--- src/design/slm_pkg.sv ---
// ----------------------------------------------------------------------------
// slm_pkg - shared types and constants for the sorted list merger
// Controller states, controller/datapath command and status bundles.
// ----------------------------------------------------------------------------
package slm_pkg;

   localparam int DefaultListDepth = 16;
   localparam int ValueWidth       = 32;

   typedef enum logic [1:0] {
      ST_LOAD,
      ST_FETCH,
      ST_EMIT
   } state_type;

   typedef struct packed {
      logic load;   // input words may be accepted
      logic emit;   // move the chosen head into the output register
      logic clear;  // empty both lists after this emit
   } cmd_type;

   typedef struct packed {
      logic pair_close;  // the offered word closes the second open list
      logic out_free;    // output register can take a word
      logic last_pick;   // the current pick is the final one of the burst
   } status_type;

endpackage

--- src/design/slm_ram.sv ---
// ----------------------------------------------------------------------------
// slm_ram - generic single write, single read RAM
// One write port, one read port, read data registered.
// ----------------------------------------------------------------------------
module slm_ram #(
   parameter int WIDTH = 32,
   parameter int DEPTH = 16,
   parameter int AW    = (DEPTH > 1) ? $clog2(DEPTH) : 1
) (
   input  logic             clock,
   input  logic             wr_en,
   input  logic [AW-1:0]    wr_addr,
   input  logic [WIDTH-1:0] wr_data,
   input  logic [AW-1:0]    rd_addr,
   output logic [WIDTH-1:0] rd_data
);

   logic [WIDTH-1:0] mem_ff [DEPTH];
   logic [WIDTH-1:0] rd_data_ff;

   always_ff @(posedge clock) begin
      if (wr_en) begin
         mem_ff[wr_addr] <= wr_data;
      end
      rd_data_ff <= mem_ff[rd_addr];
   end

   assign rd_data = rd_data_ff;

endmodule

--- src/design/slm_ctrl.sv ---
// ----------------------------------------------------------------------------
// slm_ctrl - sequencer for the sorted list merger
// Loads words until both lists close, then steps the merge one pick at a time.
// ----------------------------------------------------------------------------
module slm_ctrl (
   input  logic                clock,
   input  logic                reset,
   input  logic                req_valid,
   input  slm_pkg::status_type status,
   output slm_pkg::cmd_type    cmd
);
   import slm_pkg::*;

   state_type state_ff;
   state_type state_in;

   always_ff @(posedge clock) begin
      if (reset) begin
         state_ff <= ST_LOAD;
      end else begin
         state_ff <= state_in;
      end
   end

   always_comb begin
      state_in = state_ff;
      unique case (state_ff)
         ST_LOAD: begin
            if (req_valid && status.pair_close) begin
               state_in = ST_FETCH;
            end
         end
         ST_FETCH: begin
            state_in = ST_EMIT;
         end
         ST_EMIT: begin
            if (status.out_free) begin
               state_in = status.last_pick ? ST_LOAD : ST_FETCH;
            end
         end
         default: begin
            state_in = ST_LOAD;
         end
      endcase
   end

   always_comb begin
      cmd = '0;
      unique case (state_ff)
         ST_LOAD: begin
            cmd.load = 1'b1;
         end
         ST_FETCH: begin
            cmd = '0;
         end
         ST_EMIT: begin
            cmd.emit  = status.out_free;
            cmd.clear = status.out_free & status.last_pick;
         end
         default: begin
            cmd = '0;
         end
      endcase
   end

endmodule

--- src/design/slm_dp.sv ---
// ----------------------------------------------------------------------------
// slm_dp - datapath of the sorted list merger
// List stores, fill counts, merge indices, head compare, output register.
// ----------------------------------------------------------------------------
module slm_dp #(
   parameter int LIST_DEPTH = slm_pkg::DefaultListDepth
) (
   input  logic                             clock,
   input  logic                             reset,
   input  slm_pkg::cmd_type                 cmd,
   output slm_pkg::status_type              status,
   input  logic                             req_valid,
   input  logic                             req_list_sel,
   input  logic signed [slm_pkg::ValueWidth-1:0] req_elem_value,
   input  logic                             req_list_end,
   output logic                             rsp_valid,
   input  logic                             rsp_ready,
   output logic signed [slm_pkg::ValueWidth-1:0] rsp_merged_value,
   output logic                             rsp_source_list,
   output logic                             rsp_burst_last,
   output logic                             rsp_overflow_flag
);
   import slm_pkg::*;

   localparam int CW = $clog2(LIST_DEPTH + 1);
   localparam int AW = (LIST_DEPTH > 1) ? $clog2(LIST_DEPTH) : 1;
   localparam logic [CW-1:0] DepthCount = CW'(LIST_DEPTH);

   logic [CW-1:0] cnt1_ff, cnt1_in, cnt2_ff, cnt2_in;
   logic [CW-1:0] idx1_ff, idx1_in, idx2_ff, idx2_in;
   logic          closed1_ff, closed1_in, closed2_ff, closed2_in;
   logic          dropped_ff, dropped_in;
   logic          load_fire, wr1, wr2;
   logic [ValueWidth-1:0] head1, head2;
   logic          done1, done2, pick_second;
   logic [CW:0]   pick_sum, total;

   logic                  out_valid_ff, out_valid_in;
   logic [ValueWidth-1:0] out_value_ff;
   logic                  out_src_ff, out_last_ff, out_ovf_ff;

   assign load_fire = cmd.load & req_valid;
   assign wr1 = load_fire & ~req_list_sel & ~closed1_ff & (cnt1_ff < DepthCount);
   assign wr2 = load_fire &  req_list_sel & ~closed2_ff & (cnt2_ff < DepthCount);

   slm_ram #(.WIDTH(ValueWidth), .DEPTH(LIST_DEPTH), .AW(AW)) u_ram1 (
      .clock   (clock),
      .wr_en   (wr1),
      .wr_addr (cnt1_ff[AW-1:0]),
      .wr_data (req_elem_value),
      .rd_addr (idx1_ff[AW-1:0]),
      .rd_data (head1)
   );

   slm_ram #(.WIDTH(ValueWidth), .DEPTH(LIST_DEPTH), .AW(AW)) u_ram2 (
      .clock   (clock),
      .wr_en   (wr2),
      .wr_addr (cnt2_ff[AW-1:0]),
      .wr_data (req_elem_value),
      .rd_addr (idx2_ff[AW-1:0]),
      .rd_data (head2)
   );

   assign done1 = (idx1_ff >= cnt1_ff);
   assign done2 = (idx2_ff >= cnt2_ff);
   // tie goes to the second list
   assign pick_second = done1 | (~done2 & ~($signed(head1) < $signed(head2)));
   assign pick_sum = {1'b0, idx1_ff} + {1'b0, idx2_ff} + {{CW{1'b0}}, 1'b1};
   assign total    = {1'b0, cnt1_ff} + {1'b0, cnt2_ff};

   always_comb begin
      cnt1_in    = cnt1_ff;
      cnt2_in    = cnt2_ff;
      closed1_in = closed1_ff;
      closed2_in = closed2_ff;
      dropped_in = dropped_ff;
      idx1_in    = idx1_ff;
      idx2_in    = idx2_ff;
      if (load_fire) begin
         if (!req_list_sel) begin
            if (closed1_ff) begin
               dropped_in = 1'b1;
            end else begin
               if (wr1) begin
                  cnt1_in = cnt1_ff + CW'(1);
               end else begin
                  dropped_in = 1'b1;
               end
               if (req_list_end) begin
                  closed1_in = 1'b1;
               end
            end
         end else begin
            if (closed2_ff) begin
               dropped_in = 1'b1;
            end else begin
               if (wr2) begin
                  cnt2_in = cnt2_ff + CW'(1);
               end else begin
                  dropped_in = 1'b1;
               end
               if (req_list_end) begin
                  closed2_in = 1'b1;
               end
            end
         end
      end
      if (cmd.emit) begin
         if (pick_second) begin
            idx2_in = idx2_ff + CW'(1);
         end else begin
            idx1_in = idx1_ff + CW'(1);
         end
      end
      if (cmd.clear) begin
         cnt1_in    = '0;
         cnt2_in    = '0;
         closed1_in = 1'b0;
         closed2_in = 1'b0;
         dropped_in = 1'b0;
         idx1_in    = '0;
         idx2_in    = '0;
      end
   end

   always_ff @(posedge clock) begin
      if (reset) begin
         cnt1_ff    <= '0;
         cnt2_ff    <= '0;
         closed1_ff <= 1'b0;
         closed2_ff <= 1'b0;
         dropped_ff <= 1'b0;
         idx1_ff    <= '0;
         idx2_ff    <= '0;
      end else begin
         cnt1_ff    <= cnt1_in;
         cnt2_ff    <= cnt2_in;
         closed1_ff <= closed1_in;
         closed2_ff <= closed2_in;
         dropped_ff <= dropped_in;
         idx1_ff    <= idx1_in;
         idx2_ff    <= idx2_in;
      end
   end

   // output word register
   always_comb begin
      out_valid_in = out_valid_ff;
      if (rsp_ready) begin
         out_valid_in = 1'b0;
      end
      if (cmd.emit) begin
         out_valid_in = 1'b1;
      end
   end

   always_ff @(posedge clock) begin
      if (reset) begin
         out_valid_ff <= 1'b0;
      end else begin
         out_valid_ff <= out_valid_in;
      end
   end

   always_ff @(posedge clock) begin
      if (cmd.emit) begin
         out_value_ff <= pick_second ? head2 : head1;
         out_src_ff   <= pick_second;
         out_last_ff  <= (pick_sum == total);
         out_ovf_ff   <= dropped_ff;
      end
   end

   // offered word closes the pair; the controller qualifies it with req_valid
   assign status.pair_close = (closed1_ff | (~req_list_sel & req_list_end)) &
                              (closed2_ff | ( req_list_sel & req_list_end));
   assign status.out_free   = ~out_valid_ff | rsp_ready;
   assign status.last_pick  = (pick_sum == total);

   assign rsp_valid         = out_valid_ff;
   assign rsp_merged_value  = out_value_ff;
   assign rsp_source_list   = out_src_ff;
   assign rsp_burst_last    = out_last_ff;
   assign rsp_overflow_flag = out_ovf_ff;

endmodule

--- src/design/sorted_list_merger.sv ---
// After the word that closes the second list, each merged word takes a store read
// (ST_FETCH) and then a pick (ST_EMIT) that waits until the output register is free.
// Loading accepts one input word per cycle; inputs stall during the merge burst.
// Burst length is the sum of both fill counts, LIST_DEPTH each at most.
// Reset (synchronous): both lists empty and open, no word pending; store
// contents are left as they are and are only read below the fill counts.
// ----------------------------------------------------------------------------
// sorted_list_merger - merge of two ascending signed lists
// Loads two lists into RAM stores, then emits their ascending merge.
// ----------------------------------------------------------------------------
module sorted_list_merger #(
   parameter int LIST_DEPTH = slm_pkg::DefaultListDepth
) (
   input  logic                                  clock,
   input  logic                                  reset,
   input  logic                                  req_valid,
   output logic                                  req_ready,
   input  logic                                  req_list_sel,
   input  logic signed [slm_pkg::ValueWidth-1:0] req_elem_value,
   input  logic                                  req_list_end,
   output logic                                  rsp_valid,
   input  logic                                  rsp_ready,
   output logic signed [slm_pkg::ValueWidth-1:0] rsp_merged_value,
   output logic                                  rsp_source_list,
   output logic                                  rsp_burst_last,
   output logic                                  rsp_overflow_flag
);
   import slm_pkg::*;

   cmd_type    cmd;
   status_type status;

   slm_ctrl u_ctrl (
      .clock     (clock),
      .reset     (reset),
      .req_valid (req_valid),
      .status    (status),
      .cmd       (cmd)
   );

   slm_dp #(.LIST_DEPTH(LIST_DEPTH)) u_dp (
      .clock             (clock),
      .reset             (reset),
      .cmd               (cmd),
      .status            (status),
      .req_valid         (req_valid),
      .req_list_sel      (req_list_sel),
      .req_elem_value    (req_elem_value),
      .req_list_end      (req_list_end),
      .rsp_valid         (rsp_valid),
      .rsp_ready         (rsp_ready),
      .rsp_merged_value  (rsp_merged_value),
      .rsp_source_list   (rsp_source_list),
      .rsp_burst_last    (rsp_burst_last),
      .rsp_overflow_flag (rsp_overflow_flag)
   );

   assign req_ready = cmd.load;

`ifndef ASSERT_OFF
   a_emit_free: assert property (@(posedge clock) disable iff (reset)
      cmd.emit |-> status.out_free)
      else $error("merge pick overwrote a pending word");

   a_no_load_in_merge: assert property (@(posedge clock) disable iff (reset)
      cmd.load |-> !cmd.emit)
      else $error("load and merge active together");

   a_clear_on_emit: assert property (@(posedge clock) disable iff (reset)
      cmd.clear |-> cmd.emit && status.last_pick)
      else $error("lists cleared outside the final pick");

   a_reload_after_burst: assert property (@(posedge clock) disable iff (reset)
      cmd.clear |=> req_ready && rsp_valid && rsp_burst_last)
      else $error("burst end did not return to loading");
`endif

endmodule
--- config.mk ---
export PLATFORM = sky130hd
export DESIGN_NAME = sorted_list_merger
export DESIGN_NICKNAME = d
export VERILOG_FILES = /design/src/design/slm_pkg.sv /design/src/design/slm_ram.sv /design/src/design/slm_ctrl.sv /design/src/design/slm_dp.sv /design/src/design/sorted_list_merger.sv
export SDC_FILE = /design/constraint.sdc
export NUM_CORES = 1
export LEC_CHECK = 0
export BUFFER_PORTS_ARGS = -buffer_cell sky130_fd_sc_hd__buf_2
export CAP_MARGIN = 20
export CORE_AREA = 2 2 422 424
export CTS_CLUSTER_SIZE = 28
export DETAILED_ROUTE_END_ITERATION = 16
export DIE_AREA = 0 0 424 426
export PLACE_DENSITY = 0.45
export SKIP_LAST_GASP = 1
export SLEW_MARGIN = 20
export SYNTH_ARGS = -nofsm -noshare
export SYNTH_HDL_FRONTEND = slang
export SYNTH_SLANG_ARGS = --single-unit
--- constraint.sdc ---
create_clock -name clock -period 5.8 [get_ports clock]
set_clock_uncertainty 0.05 [all_clocks]
set_input_delay 0.87 -clock clock [delete_from_list [all_inputs] [get_ports clock]]
set_output_delay 0.87 -clock clock [all_outputs]
set_load 0.02 [all_outputs]
Word-level counts from Yosys, hierarchy flattened
Memory sizes are Yosys's and may differ from the RTL's. A register that Yosys moved wholly into a read port is not among the register bits.
Index checks and enable logic that the tools add are counted.
{"block": "classes", "add_sub_neg": 7, "magnitude_cmp": 5, "eq_ne": 7, "n_mux": 21, "bitwise": 23, "reduce_logical": 12}
{"cell": "$lt 32x32->1", "count": 1}
{"cell": "$mux 32", "count": 1}
{"cell": "$add 5x1->5 const B", "count": 4}
{"cell": "$mux 1", "count": 16}
{"cell": "$add 5x5->6", "count": 2}
{"cell": "$and 1x1->1", "count": 12}
{"cell": "$ge 5x5->1", "count": 2}
{"cell": "$lt 5x5->1 const B", "count": 2}
{"cell": "$reduce_and 2->1", "count": 5}
{"cell": "$reduce_and 4->1", "count": 2}
{"cell": "$not 1->1", "count": 7}
{"cell": "$add 6x1->6 const B", "count": 1}
{"cell": "$eq 6x6->1", "count": 1}
{"cell": "$mux 2", "count": 3}
{"cell": "$ne 3x2->1 const B", "count": 2}
{"cell": "$pmux 2 s3", "count": 1}
{"cell": "$ne 2x1->1 const B", "count": 2}
{"cell": "$or 1x1->1", "count": 4}
{"cell": "$reduce_and 3->1", "count": 1}
{"cell": "$eq 2x1->1 const B", "count": 1}
{"cell": "$eq 2x2->1 const B", "count": 1}
{"cell": "$logic_not 2->1", "count": 1}
{"cell": "$reduce_bool 2->1", "count": 1}
{"cell": "$reduce_or 2->1", "count": 1}
{"cell": "$logic_and 1x1->1", "count": 1}
{"block": "word_totals", "ff_bits": 61, "mem_bits_rw": 1024, "inputBits": 38, "output_inout_bits": 37, "elab_cells": 90, "mem_count": 2}
{"name": "u_dp.u_ram1.mem_ff", "words": 16, "width": 32, "read_ports": 1, "rd_ports_with_merged_regs": 1, "write_ports": 1, "line": "slm_ram.sv:18", "rtl": "logic [WIDTH-1:0] mem_ff [DEPTH];"}
{"name": "u_dp.u_ram2.mem_ff", "words": 16, "width": 32, "read_ports": 1, "rd_ports_with_merged_regs": 1, "write_ports": 1, "line": "slm_ram.sv:18"}

Longest topological paths before layout
Gate-level depths: netlist of run 1.
{"block": "depth", "depth_word": 9, "ltp_mapped": 16, "ltp_nobuf": 12}

Modules after synthesis
From an unflattened synthesis of run 1, not the netlist that was laid out.
{"block": "hier_totals", "cells_unflattened": 2061, "hier_area_um2": 43671.9}
{"mod": "slm_ram (u_dp.u_ram2)", "instances": 1, "cells_per_inst": 838, "area_each_um2": 19854.0, "seq_area_each_um2": 16015.4}
{"mod": "slm_ram (u_dp.u_ram1)", "instances": 1, "cells_per_inst": 838, "area_each_um2": 19835.3, "seq_area_each_um2": 16015.4}
{"mod": "slm_dp", "instances": 1, "cells_per_inst": 373, "area_each_um2": 3877.5, "seq_area_each_um2": 1531.5}
{"mod": "slm_ctrl", "instances": 1, "cells_per_inst": 12, "area_each_um2": 105.1, "seq_area_each_um2": 40.0}

Worst setup path after synthesis of run 1
No wires, ideal clock.
{"block": "synth_timing", "path_kind": "input port to flip-flop", "start": "input req_list_sel", "end": "memory u_dp.u_ram1.mem_ff[3][0], enable pin", "setup_time_ns": 0.461, "arrival_ns": 3.944, "required_time_ns": 5.289, "slack_ns": 1.345, "stages": 4, "n_path_buf": 0, "cell_sequence": "or3_1 > nor2_1 > nand2_1 > nor3_1"}
{"block": "synth_via", "elab_chain_len": 6}
{"item": "start, declared", "line": "sorted_list_merger.sv:18", "rtl": "input logic req_list_sel,"}
{"item": "$not 1->1", "line": "slm_dp.sv:43", "rtl": "assign wr1 = load_fire & ~req_list_sel & ~closed1_ff & (cnt1_ff < DepthCount);"}
{"item": "$and 1x1->1 (3 in series)", "line": "slm_dp.sv:43"}
{"item": "$mux 1", "line": "slm_ram.sv:22", "rtl": "if (wr_en) begin"}
{"item": "$mux 1 (not written as such)", "line": "slm_ram.sv:23", "rtl": "mem_ff[wr_addr] <= wr_data;"}
{"item": "end, declared", "line": "slm_ram.sv:18"}
Every way passes these cells.

Worst setup path after layout of run 1
{"block": "layout_timing", "start": "register u_dp.idx1_ff[0]", "end": "register u_dp.idx1_ff[3]"}
{"block": "layout_via", "elab_chain_len": 6, "elab_cells_between_ends": 11, "cone_classes": "add/sub (3); order compare (1); eq/ne (1); mux (1); bitwise (3); reduce/logical (2)"}
{"item": "start, declared", "line": "slm_dp.sv:30", "rtl": "logic [CW-1:0] idx1_ff, idx1_in, idx2_ff, idx2_in;"}
{"item": "start signal, assigned", "line": "slm_dp.sv:141", "rtl": "idx1_ff <= idx1_in;"}
{"item": "$add 5x5->6", "line": "slm_dp.sv:68", "rtl": "assign pick_sum = {1'b0, idx1_ff} + {1'b0, idx2_ff} + {{CW{1'b0}}, 1'b1};"}
{"item": "$add 6x1->6", "line": "slm_dp.sv:68"}
{"item": "$eq 6x6->1", "line": "slm_dp.sv:178", "rtl": "assign status.last_pick = (pick_sum == total);"}
{"item": "$and 1x1->1", "line": "slm_ctrl.sv:58", "rtl": "cmd.clear = status.out_free & status.last_pick;"}
{"item": "$mux 2", "line": "slm_ctrl.sv:49", "rtl": "unique case (state_ff)"}
{"item": "$reduce_or 2->1 (no line)"}
Parallel ways exist; a longest one is shown, timed or not.
A chain may end at the register's enable or synchronous reset.

==> impl_metrics.py, run 1 <==
metrics = {
    "sta": {
        "fin_crit_ns": 3.93,
        "setup_viol": 0,
        "max_clock_freq_ghz": 0.255,
        "timing.final.max_slew_violations": 0,
        "tightest_slew_ns": 1.08,
        "rsz0062_at_grt": "no",
        "worst_hold_slack_after_final_layout_ns": 0.383,
        "relSlewSlack_pct": 28.1,
        "final_hold_viol_count": 0,
        "min_period_over_period_pct": 67.7,
        "totalNegativeSetupSlack_ns": 0,
    },
    "critical_path": {
        "crit_path_max_fanout": 33,
        "cp.arrival_ns": 4.48,
        "path_class": "reg -> reg",
        "endpoint_kind": "flip-flop",
        "required_ns": 6.35,
        "worst_setup_path_start_kind": "flip-flop",
    },
    "routing": {
        "antenna_left": 0,
        "route.detailed.drc": 0,
        "drt-pass1-iter-count": 5,
        "routed_via_density": 4.48,
        "dr_total_vias": 20556,
        "dr.first_iter.drc_count": 1839,
        "drt_wl_total_mm": 120,
        "post_drt_wl_per_cell_um": 26.1,
    },
    "place": {
        "dp_hpwl_mm": 75.4,
        "placedInstanceArea_um2": 48000,
        "numPortBuffers": 74,
        "gpl.final_weighted_congestion": 0.766,
    },
    "clock_network": {
        "post_cts.resized_instances": 0,
        "clockBufferDepth": 3,
        "cts_hold_repair.buffers": 0,
        "clock_latency_ns": 0.74,
        "clkSinkCount": 1149,
        "clk_root_buffer_cell": "sky130_fd_sc_hd__clkbuf_16",
        "cts_buffers": 119,
        "clkSlewWorstSetupHoldPaths_ns": 0.06,
        "postCtsSetupBuffers": 0,
        "tritoncts": "yes",
        "maximum_level_of_the_cts_h_tree": 3,
    },
    "cells_and_area": {
        "filler_cell_count": 17007,
        "finalNetCount": 2241,
        "commonest_cells_after_routing_fill_and_taps_aside": "sky130_fd_sc_hd__edfxtp_1, sky130_fd_sc_hd__mux4_2, sky130_fd_sc_hd__clkbuf_16",
        "flow.area_growth_from_synthesis_pct": 18.4,
        "multiInputGateArea_um2": 9900,
        "post_route_cells_drive_above_1_share_pct": 30.0,
        "final_area_um2": 51900,
        "post-route-util_pct": 29.5,
        "register_area_um2": 33600,
        "layout.cells.most_common": "sky130_fd_sc_hd__edfxtp_1",
    },
    "power": {
        "power.leakage_nw": 15.8,
        "total_power_density_per_cell_area_nw_per_um2": 332,
        "max-vdd-ir-drop_mv": 0.251,
    },
    "global_route": {
        "first_pass_grt_wire_length_mm": 169,
        "via_count_of_the_first_global_routing_pass": 21710,
        "grt_util_met2_pct": 21.3,
        "groute.usage.overall_pct": 13.2,
        "grt_max_degree": 121,
        "globalRoute.totalOverflow": 0,
        "global_route.usage.met3_pct": 2.86,
        "gr-usage-met1_pct": 17.6,
        "grt_busiest_layer": "met2",
        "antenna_violations_before_repair": 24,
    },
    "yosys": {
        "syn_inst": 1971,
        "synth_warnings": 0,
        "yosys_top_cell_area_share_pct": 72.6,
        "ys_ff_latch": 1149,
        "most_area_hungry_cell_type_in_the_yosys_netlist": "sky130_fd_sc_hd__edfxtp_1",
        "main_flop_type_after_synthesis": "sky130_fd_sc_hd__edfxtp_1",
        "synth_sequential_area_ratio_pct": 76.7,
        "synth.lib_cells_used.distinct": 44,
        "synth_top_cells_by_area": "sky130_fd_sc_hd__edfxtp_1, sky130_fd_sc_hd__mux4_2, sky130_fd_sc_hd__dfxtp_1, sky130_fd_sc_hd__ha_1, sky130_fd_sc_hd__clkbuf_1",
        "nets_in_the_synthesized_netlist": 2072,
        "count_of_flip_flops_with_a_built_in_enable_after_synthesis": 1059,
        "post_synth.cell_area_avg_um2": 22.2,
        "syn_area_um2": 43800,
        "postSynth.asyncResetShare_pct": 0,
    },
    "floorplanning": {
        "die_height_um": 426,
        "initial_utilization_pct": 24.9,
        "top_level_ports": 75,
        "fp.dieArea_um2": 181000,
        "design.core.area_um2": 176000,
        "die_width_um": 424,
        "floorplan.rows": 154,
    },
    "worst_hold_path": {
        "min_path_type": "in -> reg",
    },
    "outcome": {
        "outcome": "complete, no violations",
    },
    "run": {
        "max_cap_violations": 0,
    },
}
## final cells by class
| cell class | instances | area share (%) |
|---|---|---|
| diodes | 10 | 0.0482 |
| clock buffers | 155 | 6.12 |
| clock inverters | 69 | 1.38 |
| inverters | 51 | 0.369 |
| multi-input cells | 681 | 19.1 |
| flip-flops and latches | 1149 | 64.8 |
| well taps | 2340 | 5.64 |
| repair buffers | 138 | 2.54 |
## worst max-delay path, stage by stage (launching register included)
cell and delay (ns):
sky130_fd_sc_hd__dfxtp_4 0.89, sky130_fd_sc_hd__inv_1 0.29, sky130_fd_sc_hd__ha_1 0.28, sky130_fd_sc_hd__inv_1 0.08, sky130_fd_sc_hd__fa_1 0.24, sky130_fd_sc_hd__xnor2_1 0.18, sky130_fd_sc_hd__xnor2_1 0.11, sky130_fd_sc_hd__nor4_1 0.77
sky130_fd_sc_hd__a31oi_2 0.58, sky130_fd_sc_hd__nand2b_1 0.24, sky130_fd_sc_hd__mux2i_1 0.09
## stage by stage
step	total power, mW	setup WS (ns)	std cells
after CTS	17.4	1.80	4583
after detailed placement	9.80	1.60	4359
after global routing	17.8	1.54	4584
final	17.2	1.87	4593
after global placement	9.79	1.59	4335
after floorplan	9.51	1.34	1971
## cell usage after synthesis, drive strengths merged, types with 3 or more instances
| library cell | n |
|---|---|
| a211oi | 3 |
| a21o | 5 |
| a21oi | 27 |
| a31oi | 5 |
| and3 | 3 |
| buf | 36 |
| clkbuf | 54 |
| dfxtp | 90 |
| edfxtp | 1059 |
| ha | 61 |
| inv | 51 |
| mux2i | 11 |
| mux4 | 320 |
| nand2 | 43 |
| nand2b | 12 |
| nand3 | 34 |
| nand4 | 12 |
| nor2 | 49 |
| nor2b | 5 |
| nor3 | 12 |
| o21ai | 44 |
| xnor2 | 15 |
## state kept, by name, indices dropped and copies added (netlist names)
signal                  count
u_dp.u_ram1.mem_ff        512
u_dp.u_ram2.rd_data        32
u_dp.cnt2_ff                5
u_dp.rsp_overflow_flag      1
u_dp.idx1_ff                5
u_dp.rsp_source_list        1
u_dp.cnt1_ff                5
u_dp.closed2_ff             1
u_dp.u_ram1.rd_data        32
u_ctrl.state_ff             2
u_dp.rsp_burst_last         1
u_dp.idx2_ff                5
u_dp.dropped_ff             1
u_dp.u_ram2.mem_ff        512
u_dp.closed1_ff             1
u_dp.rsp_valid              1
u_dp.rsp_merged_value      32
## power breakdown
part           internal (mW)  switching [mW]
clock                   4.42            3.19
combinational          0.128           0.338
sequential              9.12          0.0339
## logic make-up (layout without fill, tap and decap cells)
| logic type | count (synthesis) | after routing | synth area share, % |
|---|---|---|---|
| AO/OA/AOI/OAI | 93 | 93 | 1.26 |
| flip-flops | 1149 | 1149 | 76.7 |
| XOR/XNOR | 17 | 17 | 0.340 |
| multiplexers | 332 | 332 | 16.7 |
| adder cells (fa/ha/maj) | 63 | 63 | 1.83 |
| AND/OR/NAND/NOR | 176 | 176 | 1.87 |
| buffers and inverters | 141 | 413 | 1.28 |
| other | 0 | 10 | 0 |
## worst paths after layout
path,start,to,slack [ns],depth (start not counted)
max,u_dp.idx1_ff[0],u_dp.idx1_ff[3],1.87,10
max reg2reg,u_dp.idx1_ff[0],u_dp.idx1_ff[3],1.87,10
min reg2reg,u_dp.dropped_ff,u_dp.rsp_overflow_flag,0.40,0
min,reset,u_ctrl.state_ff[0],0.38,2
## per-layer routing
layer / vias up / share of wire, %
li1: 8587 / -
met1: 11129 / 43
met2: 603 / 48
met3: 219 / 5.9
met4: 18 / 3.4
met5: - / 0.091
No activity file was read; power rests on OpenSTA's default activity.
==> run 2, diff against run 1 <==
- PLACE_DENSITY: 0.45 -> 0.46
- clock period: 5.8 -> 3.45 ns (I/O delays scaled with it)
==> run 2 against run 1 <==
Compared with the run above: setup slack worse by 1.5 ns; combinational power up 49%; utilization down 0.060 points; largest power group unchanged; first-iteration DRC count up 7.9%; flip-flop and latch count unchanged.
==> impl_metrics.py, run 2 (synthesis results as in run 1) <==
metrics = {
    "routing": {
        "route.detailed.drc": 0,
        "dr_total_vias": 20355,
        "antenna_left": 0,
        "drt_wl_total_mm": 114,
        "post_drt_wl_per_cell_um": 24.9,
        "routed_via_density": 4.44,
        "drt-pass1-iter-count": 5,
        "dr.first_iter.drc_count": 1985,
    },
    "cells_and_area": {
        "layout.cells.most_common": "sky130_fd_sc_hd__edfxtp_1",
        "biggestRegsByFlops": "u_dp.u_ram1.mem_ff x512, u_dp.u_ram2.mem_ff x512",
        "post_route_cells_drive_above_1_share_pct": 30.3,
        "post-route-util_pct": 29.5,
        "finalNetCount": 2242,
        "commonest_cells_after_routing_fill_and_taps_aside": "sky130_fd_sc_hd__edfxtp_1, sky130_fd_sc_hd__mux4_2, sky130_fd_sc_hd__clkbuf_16",
        "register_area_um2": 33600,
        "multiInputGateArea_um2": 9950,
        "flow.area_growth_from_synthesis_pct": 18.2,
        "filler_cell_count": 17041,
    },
    "critical_path": {
        "cp.arrival_ns": 3.61,
        "path_class": "reg -> reg",
        "worst_reg_to_reg_setup_slack_ns": 0.40,
        "required_ns": 4.01,
        "ff_to_ff_start": "u_dp.idx2_ff[0]",
        "endpoint_kind": "flip-flop",
        "critPathMaxStageDelay_ns": 0.47,
        "r2r_end": "u_dp.idx2_ff[2]",
        "worst_setup_path_start_kind": "flip-flop",
        "timing.critical_path.slowest_stage_cell": "sky130_fd_sc_hd__a31o_2",
        "cp_top_family": "compound AO/OA/AOI/OAI gates",
        "critical_path.n_buffers_inverters": 2,
        "worst_r2r_path_depth": 12,
        "crit_chain": "inv_1 -> ha_1 -> inv_1 -> fa_1 -> a21o_1 -> a21oi_1 -> xnor2_1 -> xnor2_1 -> nor3_1 -> a31o_2 -> a2111o_1 -> o21ai_1",
        "crit_path_max_fanout": 14,
    },
    "clock_network": {
        "maximum_level_of_the_cts_h_tree": 3,
        "postCtsSetupBuffers": 0,
        "clkSlewWorstSetupHoldPaths_ns": 0.07,
        "clock_latency_ns": 0.72,
        "clkSinkCount": 1149,
        "clockBufferDepth": 3,
        "cts_buffers": 117,
        "tritoncts": "yes",
        "clk_root_buffer_cell": "sky130_fd_sc_hd__clkbuf_16",
    },
    "global_route": {
        "globalRoute.totalOverflow": 0,
        "via_count_of_the_first_global_routing_pass": 21587,
        "antenna_violations_before_repair": 8,
        "grt_max_degree": 132,
        "groute.usage.overall_pct": 12.7,
        "first_pass_grt_wire_length_mm": 162,
    },
    "floorplanning": {
        "die_height_um": 426,
        "die_width_um": 424,
        "initial_utilization_pct": 24.9,
        "top_level_ports": 75,
        "fp.dieArea_um2": 181000,
        "floorplan.rows": 154,
        "design.core.area_um2": 176000,
    },
    "sta": {
        "tightest_slew_ns": 1.05,
        "max_clock_freq_ghz": 0.328,
        "setup_viol": 0,
        "relSlewSlack_pct": 30.2,
        "final_hold_viol_count": 0,
        "timing.final.max_slew_violations": 0,
        "min_period_over_period_pct": 88.3,
        "rsz0062_at_grt": "no",
        "totalNegativeSetupSlack_ns": 0,
        "worst_hold_slack_after_final_layout_ns": 0.0675,
        "final_worst_setup_slack_ns": 0.403,
        "fin_crit_ns": 3.05,
    },
    "power": {
        "power.leakage_nw": 15.7,
        "total_power_density_per_cell_area_nw_per_um2": 552,
        "max-vdd-ir-drop_mv": 0.427,
    },
    "place": {
        "dp_hpwl_mm": 62.2,
        "numPortBuffers": 74,
        "preCtsSetupSlack_ns": 0.394,
        "gpl.final_weighted_congestion": 0.727,
    },
    "worst_hold_path": {
        "min_path_type": "in -> reg",
        "whs_endpoint": "u_dp.closed2_ff",
        "hold_start": "req_list_end",
        "worst_hold_path.num_cells": 3,
    },
    "run": {
        "max_cap_violations": 0,
    },
    "outcome": {
        "outcome": "complete, no violations",
    },
}
-- run 2: cell types whose count changed in the layout (fill, tap and decap cells not counted), moves of 13 or more --
| cell | before | now |
|---|---|---|
| sky130_fd_sc_hd__clkinv_1 | 30 | 9 |
| sky130_fd_sc_hd__buf_16 | 16 | 0 |
| sky130_fd_sc_hd__clkbuf_8 | 4 | 21 |
| sky130_fd_sc_hd__buf_12 | 11 | 30 |
| sky130_fd_sc_hd__clkbuf_1 | 31 | 44 |
-- run 2: worst min-delay path: stages --
cell and delay (ns):
sky130_fd_sc_hd__buf_2 0.11, sky130_fd_sc_hd__a31oi_1 0.09, sky130_fd_sc_hd__nor2_1 0.08
-- run 2: cell type report --
cell class	instances	share of cell area (%)
sequential	1149	65.0
multi-input combinational	681	19.2
clock buffer	184	6.63
tap	2340	5.66
timing repair buffer	141	2.42
clock inverter	38	0.742
inverter	51	0.370
antenna	2	0.00967
-- run 2: what timing repair did --
action,CTS,global route
gates resized for setup,0,1
hold endpoints to repair,3,0
setup endpoints to repair,0,3
hold buffers,1,0
-- run 2: per-layer routing --
metal	track usage, %	wire, um
met5	0	0
met4	3.94	3440
met3	2.07	4840
met2	21.1	56100
met1	16.9	50000
-- run 2: worst max path at each step --
stage	startpoint	end	slack [ns]	depth (start not counted)
floorplan	req_list_sel	u_dp.u_ram1.mem_ff[15][0]	0.17	4
global placement	u_dp.idx2_ff[0]	u_dp.idx2_ff[0]	0.35	12
detailed placement	u_dp.idx2_ff[0]	u_dp.idx2_ff[0]	0.39	12
CTS	u_dp.idx2_ff[0]	u_dp.idx2_ff[0]	0.36	12
global route	u_dp.idx2_ff[0]	u_dp.idx2_ff[2]	0.15	12
finish	u_dp.idx2_ff[0]	u_dp.idx2_ff[2]	0.40	12
-- run 2: stage by stage --
stage	area [um^2]	std cells	power [mW]
after floorplan	43900	1971	16.0
after global placement	47900	4361	16.4
after detailed placement	47900	4361	16.4
after CTS	51800	4584	28.9
after global routing	51800	4584	29.6
final	51800	4586	28.6
-- run 2: where the power goes --
group | switching [mW] | internal (mW) | total, mW
registers | 0.0558 | 15.3 | 15.4
logic | 0.466 | 0.229 | 0.695
clock network | 5.23 | 7.26 | 12.5
==> run 3, diff against run 2 <==
- GPL_ROUTABILITY_DRIVEN: not set -> 0
- clock period: 3.45 -> 2.6 ns (I/O delays scaled with it)
==> run 3 against run 2 <==
Compared with the run above: the run now ends with negative setup slack left; critical path depth decreased by 2; die area unchanged; setup slack got worse by 0.52 ns; global-route usage increased by 0.092 points; count of clock-buffer cells in the layout decreased by 18; clock power increased by 31%; critical endpoint is now u_dp.rsp_merged_value[0]; fmax increased by 12%; sequential power increased by 32%; worst hold slack improved by 0.038 ns; utilization increased by 0.77 points.
==> impl_metrics.py, run 3 (synthesis results as in run 1) <==
metrics = {
    "sta": {
        "relSlewSlack_pct": 35.6,
        "min_period_over_period_pct": 104,
        "rsz0062_at_grt": "yes",
        "fin_crit_ns": 2.71,
        "final_hold_viol_count": 0,
        "tightest_slew_ns": 0.966,
        "timing.final.max_slew_violations": 0,
        "final_worst_setup_slack_ns": -0.114,
        "max_clock_freq_ghz": 0.369,
        "setup_viol": 30,
    },
    "clock_network": {
        "clock_latency_ns": 0.74,
        "clkSlewWorstSetupHoldPaths_ns": 0.06,
        "clockBufferDepth": 3,
        "clkSinkCount": 1149,
        "tritoncts": "yes",
        "cts_buffers": 118,
        "clk_root_buffer_cell": "sky130_fd_sc_hd__clkbuf_16",
        "maximum_level_of_the_cts_h_tree": 3,
    },
    "routing": {
        "drt_wl_total_mm": 116,
        "antenna_left": 0,
        "dr.first_iter.drc_count": 1778,
        "route.detailed.drc": 0,
        "post_drt_wl_per_cell_um": 24.8,
        "dr_total_vias": 20675,
        "routed_via_density": 4.42,
        "drt-pass1-iter-count": 8,
    },
    "global_route": {
        "grt_max_degree": 96,
        "via_count_of_the_first_global_routing_pass": 21761,
        "antenna_violations_before_repair": 13,
        "globalRoute.totalOverflow": 0,
        "first_pass_grt_wire_length_mm": 164,
        "groute.usage.overall_pct": 12.8,
    },
    "floorplanning": {
        "die_width_um": 424,
        "fp.dieArea_um2": 181000,
        "top_level_ports": 75,
        "design.core.area_um2": 176000,
        "floorplan.rows": 154,
        "die_height_um": 426,
        "initial_utilization_pct": 24.9,
    },
    "critical_path": {
        "r2r_end": "u_dp.rsp_merged_value[0]",
        "required_ns": 3.02,
        "worst_setup_path_start_kind": "flip-flop",
        "path_class": "reg -> reg",
        "endpoint_kind": "flip-flop",
        "worst_reg_to_reg_setup_slack_ns": -0.11,
        "ff_to_ff_start": "u_dp.u_ram2.rd_data[17]",
        "worst_r2r_path_depth": 10,
        "worstSetupStartpoint": "u_dp.u_ram2.rd_data[17]",
        "crit_path_max_fanout": 4,
        "cp.arrival_ns": 3.14,
    },
    "power": {
        "fin_total_pwr_mw": 38.0,
        "max-vdd-ir-drop_mv": 0.519,
        "power.leakage_nw": 16.3,
        "total_power_density_per_cell_area_nw_per_um2": 715,
    },
    "place": {
        "placedInstanceArea_um2": 49000,
        "numPortBuffers": 74,
        "dp_hpwl_mm": 70.0,
    },
    "outcome": {
        "outcome": "finished, violations left",
        "failing_checks": "negative setup slack",
    },
    "cells_and_area": {
        "post-route-util_pct": 30.2,
        "finalNetCount": 2335,
        "layout.cells.most_common": "sky130_fd_sc_hd__edfxtp_1",
        "flow.area_growth_from_synthesis_pct": 21.2,
        "post_route_cells_drive_above_1_share_pct": 34.6,
        "final_area_um2": 53100,
        "biggestRegsByFlops": "u_dp.u_ram1.mem_ff x512, u_dp.u_ram2.mem_ff x512",
        "commonest_cells_after_routing_fill_and_taps_aside": "sky130_fd_sc_hd__edfxtp_1, sky130_fd_sc_hd__mux4_2, sky130_fd_sc_hd__clkbuf_16",
    },
    "worst_hold_path": {
        "min_path_type": "in -> reg",
        "hold_start": "req_elem_value[18]",
        "whs_endpoint": "u_dp.u_ram2.mem_ff[15][18]",
        "worst_hold_path.num_cells": 1,
    },
    "run": {
        "max_cap_violations": 0,
    },
}
run 3: cell count changes in the layout (fill, tap and decap cells not counted), sizes merged:
cell / previous run / this run
bufinv: 6 / 9
inv: 54 / 56
clkinvlp: 4 / 2
clkbuf: 184 / 166
buf: 140 / 227
dlygate4sd3: 1 / 6
clkinv: 25 / 41
run 3: routing by layer:
metal	GRT usage, %	share of wire, %	wire length (um)
met1	16.7	43	50200
met2	21.9	50	58100
met5	0	0.023	27
met3	2.14	4.1	4790
met4	3.43	2.5	2880
run 3: critical path: stages (launching register included):
cell and delay [ns]:
sky130_fd_sc_hd__dfxtp_1 0.33, sky130_fd_sc_hd__inv_1 0.07, sky130_fd_sc_hd__ha_1 0.32, sky130_fd_sc_hd__a21oi_2 0.16, sky130_fd_sc_hd__o21ai_2 0.09, sky130_fd_sc_hd__a22oi_1 0.17
sky130_fd_sc_hd__nand3_1 0.17, sky130_fd_sc_hd__a31o_1 0.22, sky130_fd_sc_hd__a221o_2 0.40, sky130_fd_sc_hd__and2_4 0.20, sky130_fd_sc_hd__mux2_4 0.29
run 3: layout make-up:
class,instances,area [um^2]
well taps,2340,2930
multi-input cells,681,10200
diodes,2,5.00
inverters,51,204
clock buffers,166,3180
clock inverters,57,564
fillers,16948,123000
flip-flops and latches,1149,33600
repair buffers,233,2410
run 3: where the power goes:
group          switching (mW)  internal [mW]  total (mW)
Sequential             0.0675           20.3        20.4
Combinational           0.711          0.407        1.12
Clock                    7.02           9.42        16.4
run 3: worst max-delay path by stage:
| stage | endpoint | slack [ns] | depth (start not counted) |
|---|---|---|---|
| after CTS | u_dp.rsp_merged_value[0] | -0.11 | 9 |
| after global placement | u_dp.rsp_merged_value[0] | -0.37 | 10 |
| after floorplan | u_dp.idx1_ff[2] | -0.08 | 16 |
| final | u_dp.rsp_merged_value[0] | -0.11 | 10 |
| after detailed placement | u_dp.idx2_ff[2] | -0.43 | 11 |
| after global routing | u_dp.rsp_merged_value[0] | -0.23 | 10 |
run 3: metrics by stage:
stage	instances	worst slack [ns]	hold WS (ns)	setup TNS, ns
finish	4679	-0.114	0.105	-1.01
global route	4677	-0.228	0.0902	-6.00
CTS	4675	-0.113	0.0412	-1.83
detailed placement	4443	-0.432	0.377	-14.54
global placement	4443	-0.366	0.375	-11.95
floorplan	1971	-0.0778	0.359	-0.998
run 3: timing repair:
| item | in CTS | in global routing |
|---|---|---|
| endpoints found under the hold margin | 6 | 0 |
| buffers inserted | 3 | 2 |
| setup endpoints to repair | 43 | 44 |
| pin swaps | 13 | 8 |
| gates resized for setup | 27 | 28 |
| hold buffers | 6 | 0 |
